<file path="config.mk">
export PLATFORM = sky130hd
export DESIGN_NAME = rbes_mul
export DESIGN_NICKNAME = d
export VERILOG_FILES = /design/src/sv/ray_box_exit_step_core_assert.svh /design/src/sv/rbes_mul.sv
export SDC_FILE = /design/constraint.sdc
export NUM_CORES = 2
export LEC_CHECK = 0
export ABC_AREA = 1
export ABC_CLOCK_PERIOD_IN_PS = 10100
export BUFFER_PORTS_ARGS = -buffer_cell sky130_fd_sc_hd__buf_2
export CAP_MARGIN = 20
export CORE_AREA = 5 5 337 339
export DETAILED_ROUTE_END_ITERATION = 8
export DIE_AREA = 0 0 342 344
export HOLD_SLACK_MARGIN = 0.06
export PLACE_DENSITY = 0.71
export SLEW_MARGIN = 20
export SYNTH_ARGS = -nofsm -noshare
export SYNTH_HDL_FRONTEND = slang
export SYNTH_SLANG_ARGS = --single-unit
</file>
<file path="constraint.sdc">
create_clock -name clock -period 10.1 [get_ports clock]
set_input_delay 3.03 -clock clock [delete_from_list [all_inputs] [get_ports clock]]
set_output_delay 3.03 -clock clock [all_outputs]
set_load 0.05 [all_outputs]
</file>
<file path="src/sv/ray_box_exit_step_core_assert.svh">
// Assertion macros for the ray box exit step core.
// Included by ray_box_exit_step_core, the module that carries concurrent checks; no other dependencies.
`ifndef RAY_BOX_EXIT_STEP_CORE_ASSERT_SVH
`define RAY_BOX_EXIT_STEP_CORE_ASSERT_SVH
`ifndef SYNTHESIS
`define RBES_ASSERT_IMPLY(label, clk, rst, ante, cons, msg) \
   label: assert property (@(posedge clk) disable iff (rst) (ante) |-> (cons)) \
      else $error(msg);
`define RBES_ASSERT_NEXT(label, clk, rst, ante, cons, msg) \
   label: assert property (@(posedge clk) disable iff (rst) (ante) |=> (cons)) \
      else $error(msg);
`else
`define RBES_ASSERT_IMPLY(label, clk, rst, ante, cons, msg)
`define RBES_ASSERT_NEXT(label, clk, rst, ante, cons, msg)
`endif
`endif

</file>
<file path="src/sv/rbes_mul.sv">
// Two-stage signed 33 x 33 multiplier built from two registered 33 x 17 partial products.
// Depends on no other module.
module rbes_mul #(
   parameter int SideWidth = 1
) (
   input  logic                 clock,
   input  logic                 reset,
   input  logic                 en,
   input  logic                 in_valid,
   input  logic signed [32:0]   op_a,
   input  logic signed [32:0]   op_b,
   input  logic [SideWidth-1:0] side_in,
   output logic                 out_valid,
   output logic signed [65:0]   product,
   output logic [SideWidth-1:0] side_out
);
   logic signed [49:0]   pp_lo_in, pp_hi_in, pp_lo_ff, pp_hi_ff;
   logic                 pp_valid_ff, out_valid_ff;
   logic [SideWidth-1:0] pp_side_ff, out_side_ff;
   logic signed [65:0]   product_in, product_ff;

   assign pp_lo_in   = op_a * $signed({1'b0, op_b[15:0]});
   assign pp_hi_in   = op_a * $signed(op_b[32:16]);
   assign product_in = (66'(pp_hi_ff) <<< 16) + 66'(pp_lo_ff);

   always_ff @(posedge clock) begin
      if (reset) begin
         pp_valid_ff  <= 1'b0;
         out_valid_ff <= 1'b0;
      end else if (en) begin
         pp_valid_ff  <= in_valid;
         out_valid_ff <= pp_valid_ff;
      end
      if (en) begin
         pp_lo_ff    <= pp_lo_in;
         pp_hi_ff    <= pp_hi_in;
         pp_side_ff  <= side_in;
         product_ff  <= product_in;
         out_side_ff <= pp_side_ff;
      end
   end

   assign out_valid = out_valid_ff;
   assign product   = product_ff;
   assign side_out  = out_side_ff;

endmodule

</file>
==> results.ini <==
[worst_setup_path]
r2r_start=pp_lo_ff[49]
critPathMaxFanout=26
r2r_slack_ns=7.16
path_class=in -> reg
required_ns=10.30
reg2reg_to=product[51]
endpoint_kind=flip-flop
crit_arrival_ns=9.28
crit_path_start=op_b[7]
cp-start-kind=input port
reg2regPathDepth=8

[synth]
synth_compound_area_share_pct=2.180
ys_seq_area_share_pct=9.934
synth_area_leaders=fa_1 41%, nand2_1 16%, inv_1 15%
syn_nets=8256
ys_types=38
synth_xor_area_share_pct=1.608
synth_fa_ha_area_share_pct=47.64
yosysTopAreaCell=fa_1
syn_avg_cell_area_um2=7.462
synth_flop_cell=edfxtp_1
synth_area_um2=51190
synth_top_area_share_pct=40.67
synth.mux.area_fraction_pct=0
synth-simple-area-share_pct=21.15
synth-seq-cells=170
ys_warn_count=0
yosysMostFrequentCell=nand2_1
synth_top_family_by_area=adder cells
synth_enable_flop_cells=168
synthArstFlopShare_pct=0
synth_commonest_cells=2124 x nand2_1, 2103 x inv_1, 1040 x fa_1
syn_inst=6860

[sta]
fin_worst_skew_ns=0.02191
post-route-period-util_pct=89.97
max_slew_margin_pct=37.21
setup_slack_ns=1.013
setup_tns_ns=0
hold_violations=0
maxSlewViolCount=0
worst_pin_slew_ns=0.9418
rsz0062_at_grt=false
finalSetupViolations=0
hold_slack_ns=0.4219
fmax_mhz=110.0
period_needed_ns=9.087

[layout]
area_delta_synth_final_pct=5.639
layout-drive-gt1-share_pct=5.708
nFillCells=10615
nets=8233

[clock_network]
hold_buffers=0
htreeDepth=4
clock-sinks=170
numCtsBuffers=17
cts_setup_buffers=0
clk_latency_ns=0.46
clockBufferDepth=2
clkTransAtPathRegs_ns=0.09
ctsRootBufferMaster=clkbuf_16
cts_tree=yes
cts-resized-gates=0

[die]
die-area_um2=117600
dieWidth_um=342
initial_utilization_pct=46.51
rows=122
ios=139
core_area_um2=110100
chipHeight_um=344

[route]
via_per_inst=4.946
first_iter_violations=3348
dr_total_vias=41263
wl_per_cell_um=17.30
drc=0
ant_nets=0
wl_um=144300
drt_first_pass_iters=6

[job]
drv_cap=0

[global_routing]
grt_antenna_before_repair=9
track_usage_pct=25.32
overflow=0
grt_max_degree=64
grt_pass1_vias=42946
grt_pass1_wl_um=234200

[hold_path]
whs_endpoint=product[13]
min_from=pp_lo_ff[13]
min_path_type=reg -> reg
hold_depth=0

[placed_design]
port-buffer-count=138
place.gp.congestion=0.9693
dp_slack_ns=0.6062
hpwl_um=123800

[outcome]
status=finished, final reports clean

## kinds of logic (layout without fill, tap and decap cells)
kind of cell	Yosys count	count (layout)
compound gates	206	206
other cells	0	5
xor+xnor	94	94
flops	170	170
buf+inv	2385	2375
simple gates	2680	2680
fa+ha+maj	1325	1325
## layer usage
layer / part of all wire [%] / GRT usage [%] / wire length [µm]
met1: 43 / 34.97 / 61920
met2: 46 / 41.78 / 65790
met3: 7.9 / 3.646 / 11340
met4: 3.6 / 7.648 / 5224
met5: 0.015 / 0 / 22
## stage by stage
step           cell area, µm²  cells  util (%)
6_report                54080   8343     49.13
5_1_grt                 54070   8341     49.13
4_1_cts                 54060   8338     49.12
3_5_place_dp            53430   8306     48.55
3_3_place_gp            53430   8306     48.55
2_1_floorplan           51190   6860         -
## cells in the final DEF (no fill, tap or decap), types with 64 or more instances in the layout
| cell | count |
|---|---|
| edfxtp_1 | 168 |
| a21oi_1 | 134 |
| buf_2 | 137 |
| xor2_1 | 64 |
| inv_1 | 2103 |
| nand2_1 | 2124 |
| ha_1 | 285 |
| buf_4 | 79 |
| fa_1 | 1040 |
| nand3_1 | 127 |
| nor2_1 | 238 |
## area by class of cell
class                           instances  area (µm²)  share of cell area [%]
Multi-Input combinational cell       4305       37150                   68.70
Inverter                             2122        7965                   14.73
Sequential cell                       170        5085                   9.403
Clock inverter                         15       203.9                  0.3771
Tap cell                             1488        1862                   3.443
Clock buffer                           17       425.4                  0.7867
Antenna cell                            5       12.51                 0.02314
Timing Repair Buffer                  221        1370                   2.534
## worst max-delay path, cell delays in order
cell and delay (ns):
buf_2 0.59, buf_4 0.29, nand2_1 0.06, inv_1 0.11
fa_1 0.44, fa_1 0.89, fa_1 0.61, inv_1 0.16
fa_1 0.45, fa_1 0.46, fa_1 0.61, inv_1 0.07
ha_1 0.41, nand2_1 0.13, nor3_1 0.37, nand2_1 0.18
nor2_1 0.12, nand2_1 0.08, nand3_1 0.09, nand2_1 0.10
## flip-flops by register name, summed over array words and instances, names as in the netlist
signal / cells
out_valid: 1
pp_hi_ff: 50
pp_lo_ff: 50
pp_side_ff: 1
pp_valid_ff: 1
product: 66
side_out: 1
## worst max path at each step
stage	endpoint	slack, ns	cells past startpoint
6_report	pp_lo_ff[49]	1.01	20
5_1_grt	pp_lo_ff[46]	0.71	22
4_1_cts	pp_lo_ff[46]	1.09	22
3_5_place_dp	pp_lo_ff[46]	0.61	22
3_3_place_gp	pp_lo_ff[46]	0.61	22
2_1_floorplan	pp_lo_ff[46]	1.80	22
Power is left out: the tool's default activity adds up to more than one toggle a clock period on the data nets, which glitch-free logic cannot reach.
