===== src/sv/ray_box_exit_step_core_assert.svh =====
// Assertion macros for the ray box exit step core.
// Included by ray_box_exit_step_core, the module that carries concurrent checks; no other dependencies.
`ifndef RAY_BOX_EXIT_STEP_CORE_ASSERT_SVH
`define RAY_BOX_EXIT_STEP_CORE_ASSERT_SVH
`ifndef SYNTHESIS
`define RBES_ASSERT_IMPLY(label, clk, rst, ante, cons, msg) \
   label: assert property (@(posedge clk) disable iff (rst) (ante) |-> (cons)) \
      else $error(msg);
`define RBES_ASSERT_NEXT(label, clk, rst, ante, cons, msg) \
   label: assert property (@(posedge clk) disable iff (rst) (ante) |=> (cons)) \
      else $error(msg);
`else
`define RBES_ASSERT_IMPLY(label, clk, rst, ante, cons, msg)
`define RBES_ASSERT_NEXT(label, clk, rst, ante, cons, msg)
`endif
`endif


===== src/sv/rbes_pkg.sv =====
// Shared types, widths, exit codes and the arctangent table of the ray box exit step core.
// No dependencies.
package rbes_pkg;

   localparam int CoordWidth  = 32;
   localparam int AngleWidth  = 18;
   localparam int IndexWidth  = 16;
   localparam int LengthWidth = 33;
   localparam int AtanEntries = 24;
   localparam int QuotWidth   = 42;

   localparam logic [QuotWidth-1:0] FarLimit = 42'h100_0000_0000;

   localparam logic [1:0] SideRight  = 2'd0;
   localparam logic [1:0] SideTop    = 2'd1;
   localparam logic [1:0] SideBottom = 2'd2;

   typedef logic signed [CoordWidth-1:0] coord_type;
   typedef logic signed [IndexWidth-1:0] index_type;

   typedef struct packed {
      coord_type bottom;
      coord_type right;
      coord_type top;
      coord_type src_x;
      coord_type src_y;
      index_type column;
      index_type row;
   } geom_type;

   typedef struct packed {
      geom_type           geom;
      logic signed [32:0] cos_val;
      logic signed [32:0] sin_val;
      logic               base_zero;
   } slope_type;

   typedef struct packed {
      coord_type          src_x;
      coord_type          src_y;
      coord_type          right;
      coord_type          exit_y;
      logic [1:0]         side;
      logic               err;
      index_type          column;
      index_type          row;
      logic signed [32:0] sin_val;
   } cls_type;

   typedef struct packed {
      coord_type  exit_x;
      coord_type  exit_y;
      logic [1:0] side;
      logic       err;
      index_type  column;
      index_type  row;
   } exit_type;

   // round(atan(2^-i) * 2^30)
   function automatic logic [29:0] atan_q30(input int unsigned idx);
      logic [29:0] val;
      unique case (idx)
         0:       val = 30'd843314857;
         1:       val = 30'd497837829;
         2:       val = 30'd263043837;
         3:       val = 30'd133525159;
         4:       val = 30'd67021687;
         5:       val = 30'd33543516;
         6:       val = 30'd16775851;
         7:       val = 30'd8388437;
         8:       val = 30'd4194283;
         9:       val = 30'd2097149;
         10:      val = 30'd1048576;
         11:      val = 30'd524288;
         12:      val = 30'd262144;
         13:      val = 30'd131072;
         14:      val = 30'd65536;
         15:      val = 30'd32768;
         16:      val = 30'd16384;
         17:      val = 30'd8192;
         18:      val = 30'd4096;
         19:      val = 30'd2048;
         20:      val = 30'd1024;
         21:      val = 30'd512;
         22:      val = 30'd256;
         23:      val = 30'd128;
         default: val = 30'd0;
      endcase
      return val;
   endfunction

endpackage


===== src/sv/rbes_cordic.sv =====
// Pipelined rotation-mode CORDIC: one micro-rotation per register stage.
// Depends on rbes_pkg for the arctangent table.
module rbes_cordic #(
   parameter int Iterations = 16,
   parameter int SideWidth  = 1
) (
   input  logic                                 clock,
   input  logic                                 reset,
   input  logic                                 en,
   input  logic                                 in_valid,
   input  logic signed [rbes_pkg::AngleWidth-1:0] angle,
   input  logic [SideWidth-1:0]                 side_in,
   output logic                                 out_valid,
   output logic signed [32:0]                   cos_out,
   output logic signed [32:0]                   sin_out,
   output logic [SideWidth-1:0]                 side_out
);
   import rbes_pkg::*;

   localparam int ZWidth = 34;

   logic signed [32:0]       cx_ff    [Iterations];
   logic signed [32:0]       cy_ff    [Iterations];
   logic signed [ZWidth-1:0] z_ff     [Iterations];
   logic                     valid_ff [Iterations];
   logic [SideWidth-1:0]     side_ff  [Iterations];

   for (genvar i = 0; i < Iterations; i++) begin : g_iter
      logic signed [32:0]       cx_prev, cy_prev, xs, ys, cx_in, cy_in;
      logic signed [ZWidth-1:0] z_prev, z_in, step;
      logic                     valid_prev;
      logic [SideWidth-1:0]     side_prev;

      if (i == 0) begin : g_first
         assign cx_prev    = 33'sh0_4000_0000;
         assign cy_prev    = '0;
         assign z_prev     = ZWidth'(angle) <<< 14;
         assign valid_prev = in_valid;
         assign side_prev  = side_in;
      end else begin : g_next
         assign cx_prev    = cx_ff[i-1];
         assign cy_prev    = cy_ff[i-1];
         assign z_prev     = z_ff[i-1];
         assign valid_prev = valid_ff[i-1];
         assign side_prev  = side_ff[i-1];
      end

      assign xs   = cx_prev >>> i;
      assign ys   = cy_prev >>> i;
      assign step = ZWidth'(atan_q30(i));

      always_comb begin
         if (!z_prev[ZWidth-1]) begin
            cx_in = cx_prev - ys;
            cy_in = cy_prev + xs;
            z_in  = z_prev - step;
         end else begin
            cx_in = cx_prev + ys;
            cy_in = cy_prev - xs;
            z_in  = z_prev + step;
         end
      end

      always_ff @(posedge clock) begin
         if (reset) begin
            valid_ff[i] <= 1'b0;
         end else if (en) begin
            valid_ff[i] <= valid_prev;
         end
         if (en) begin
            cx_ff[i]   <= cx_in;
            cy_ff[i]   <= cy_in;
            z_ff[i]    <= z_in;
            side_ff[i] <= side_prev;
         end
      end
   end

   assign out_valid = valid_ff[Iterations-1];
   assign cos_out   = cx_ff[Iterations-1];
   assign sin_out   = cy_ff[Iterations-1];
   assign side_out  = side_ff[Iterations-1];

endmodule


===== config.mk =====
export PLATFORM = sky130hd
export DESIGN_NAME = rbes_cordic
export DESIGN_NICKNAME = d
export VERILOG_FILES = /design/src/sv/ray_box_exit_step_core_assert.svh /design/src/sv/rbes_pkg.sv /design/src/sv/rbes_cordic.sv
export SDC_FILE = /design/constraint.sdc
export NUM_CORES = 2
export LEC_CHECK = 0
export CAP_MARGIN = 5
export CORE_ASPECT_RATIO = 1.75
export CORE_UTILIZATION = 40
export CTS_CLUSTER_DIAMETER = 50
export DETAILED_ROUTE_END_ITERATION = 8
export DONT_BUFFER_PORTS = 1
export MAX_ROUTING_LAYER = met4
export RECOVER_POWER = 100
export SYNTH_ARGS = -nofsm -noshare
export SYNTH_HDL_FRONTEND = slang
export SYNTH_SLANG_ARGS = --single-unit

===== constraint.sdc =====
create_clock -name clock -period 4.66 [get_ports clock]
set_input_delay 0.466 -clock clock [delete_from_list [all_inputs] [get_ports clock]]
set_output_delay 0.466 -clock clock [all_outputs]
set_load 0.02 [all_outputs]

==> metrics.cfg <==
[setup_path]
path_class=register to register
cp.arrival_ps=4980
required_ps=5140
cp.buffers_inverters=3
slowest_delay_ps=600
cp_slowest_cell=nor4_2
cp_max_fo=4
rrSetupSlack_ps=150
startpoint_type=register
path_cells=nor4_2 -> nor3b_2 -> buf_4 -> a21oi_1 -> xor2_1 -> buf_4 -> ha_1 -> inv_1 -> o21bai_1 -> a21oi_2 -> a21o_1 -> a211o_1 -> a31oi_4 -> a31oi_4 -> o21bai_2 -> mux2i_1 -> or4_1
rr_worst_depth=17
crit_family=compound AO/OA/AOI/OAI gates
rr_startpoint=cy_ff[10][19]
r2r_end=cx_ff[1][129]
end_kind=register

[drt]
ant_nets=0
drt_pass1_iterations=5
viasPerCell=5.523
drtIter0Drc=2630
drt_wl_total_mm=256.2
wire_per_inst_um=20.30
drc=0
vias=69694

[sta]
tightest_slew_ps=4977
finalHoldViolCount=0
fin_crit_sh_pct=96.69
fin_skew_ps=75.66
setup_viol=0
slew_headroom_pct=-231.8
fin_crit_ps=4506
drv_slew=898
fmax_mhz=221.9

[layout]
drive_gt1_share_pct=10.47
instances_no_fill=12620
synthToLayoutAreaGrowth_pct=14.59
final_nets=10700
layout_commonest_cell=edfxtp_1
final_cell_mix=edfxtp_1, ha_1, a21oi_1, xnor2_1, nor2_1

[global_routing]
grt_max_degree=272
gr-total-overflow=0
grt_pass1_wl_mm=388.6
grt_pass1_vias=72280
grt_usage_pct=22.87
antenna_found_initial=1

[synth]
synth_area_um2=89430
synth_edf_count=1129
synth-adder-area-share_pct=14.98
muxShareOfSynthArea_pct=1.072
synth.avg_cell_area_um2=9.965
syn-instance-count=8975
ys_seq_area_share_pct=37.91
synth_cell_types=86
synth_compound_area_share_pct=18.90
ys_async_sr_fraction_pct=0
synth.net_count=10046
yosys_warnings=0
synth_top_family_by_area=compound AO/OA/AOI/OAI gates
synthSimpleGateAreaFrac_pct=11.79
synth_seq_cells=1129
synthFlopType=edfxtp_1
synth-xor-area-share_pct=12.79

[job]
maxCapViolCount=4

[placed_design]
dp.cells=12331
portBuffers=0
gp_congestion=0.9980
dpl.hpwl_mm=206.9

[outcome]
status=finished with violations
violations=capacitance limit, slew limit

[cts]
clockBufferDepth=4
cts_tree=done
numCtsBuffers=144
insertion_delay_ps=820
clock-root-buffer=clkbuf_16
clkTransAtPathRegs_ps=60
htree_levels=4
clock_sinks=1129

[min_path]
min_to=z_ff[0][19]
worstHoldPathType=input port to register
hp-start=angle[5]
min_delay_path_depth=3

[floorplanning]
die_width_um=359.4
fp.dieArea_um2=225600
core_area_um2=222300
fp.dieH_um=627.5
row_count=229
pin_count=91
initial_utilization_pct=40.22

## state kept, by name (all words and copies together) (netlist names)
name	count
cx_ff	360
valid_ff	16
cy_ff	362
side_ff	16
z_ff	375
## cells by family after synthesis
kind of cell               Yosys count
AOI/OAI and AO/OA                 2633
and+or+nand+nor                   2194
xor gates and xnor gates          1306
DFF                               1129
adders and majority gates         1048
buffers and inverters              575
muxes                               90
## how the worst max path moves through the flow
| stage | startpoint | endpoint | depth (start not counted) |
|---|---|---|---|
| 2_1_floorplan | z_ff[0][203] | z_ff[0][236] | 14 |
| 3_3_place_gp | cy_ff[10][19] | cx_ff[1][129] | 17 |
| 3_5_place_dp | cy_ff[8][15] | cx_ff[1][63] | 17 |
| 4_1_cts | cy_ff[8][15] | cx_ff[1][63] | 18 |
| 5_1_grt | cy_ff[14][26] | cx_ff[1][257] | 17 |
| 6_report | cy_ff[10][19] | cx_ff[1][129] | 17 |
## metal layers
metal  track usage (%)  wire, um  up-vias
li1                  -         -    34550
met1             16.36     74410    32882
met2             47.35    148000     1353
met3             2.315      6255      909
met4             20.78     27540        0
met5                 -         0        -
## cells in the mapped netlist (all sizes together) (169+ instances only)
cell type	count	share of area, %
edfxtp	1129	38
ha	1010	14
a21oi	897	5.0
xnor2	854	8.4
nor2	717	3.0
xor2	452	4.4
nand2	450	1.9
a21o	446	3.7
inv	393	1.6
o21ai	388	2.2
nor3	224	1.3
o21a	169	1.4
## worst register-to-register path, stage by stage (launching register included)
cell	delay (ps)
edfxtp_1	440
nor4_2	600
nor3b_2	270
buf_4	150
a21oi_1	70
xor2_1	160
buf_4	170
ha_1	280
inv_1	60
o21bai_1	170
a21oi_2	100
a21o_1	180
a211o_1	280
a31oi_4	310
a31oi_4	140
o21bai_2	190
mux2i_1	90
or4_1	530
## stage by stage
step,hold slack (ps),utilization (%),worst slack [ps],TNS [ps],cell area (um^2)
global placement,402.5,43.78,-162.6,-826.5,97330
global route,77.84,46.09,-60.36,-100.4,102500
CTS,8.702,46.01,10.32,0,102300
detailed placement,405.7,43.78,-186.8,-1097,97330
finish,78.15,46.09,154.3,0,102500
floorplan,400.3,-,8.244,0,89430
## repair_timing
item	in CTS	in global routing
setup endpoints to repair	16	86
hold buffers	27	0
endpoints found under the hold margin	112	0
buffers inserted	1	10
pin swaps	1	7
resized for setup	11	80
## final cells by class
cell class,instances,area [um^2]
timing repair buffer,686,5263
clock inverter,83,845.8
clock buffer,165,3767
tap,2887,3612
antenna,2,5.005
sequential,1129,33900
inverter,397,1490
fill,20805,119900
multi-input combinational,7271,53590
Power is left out: the tool's default activity adds up to more than one toggle a clock period on the data nets, which glitch-free logic cannot reach.
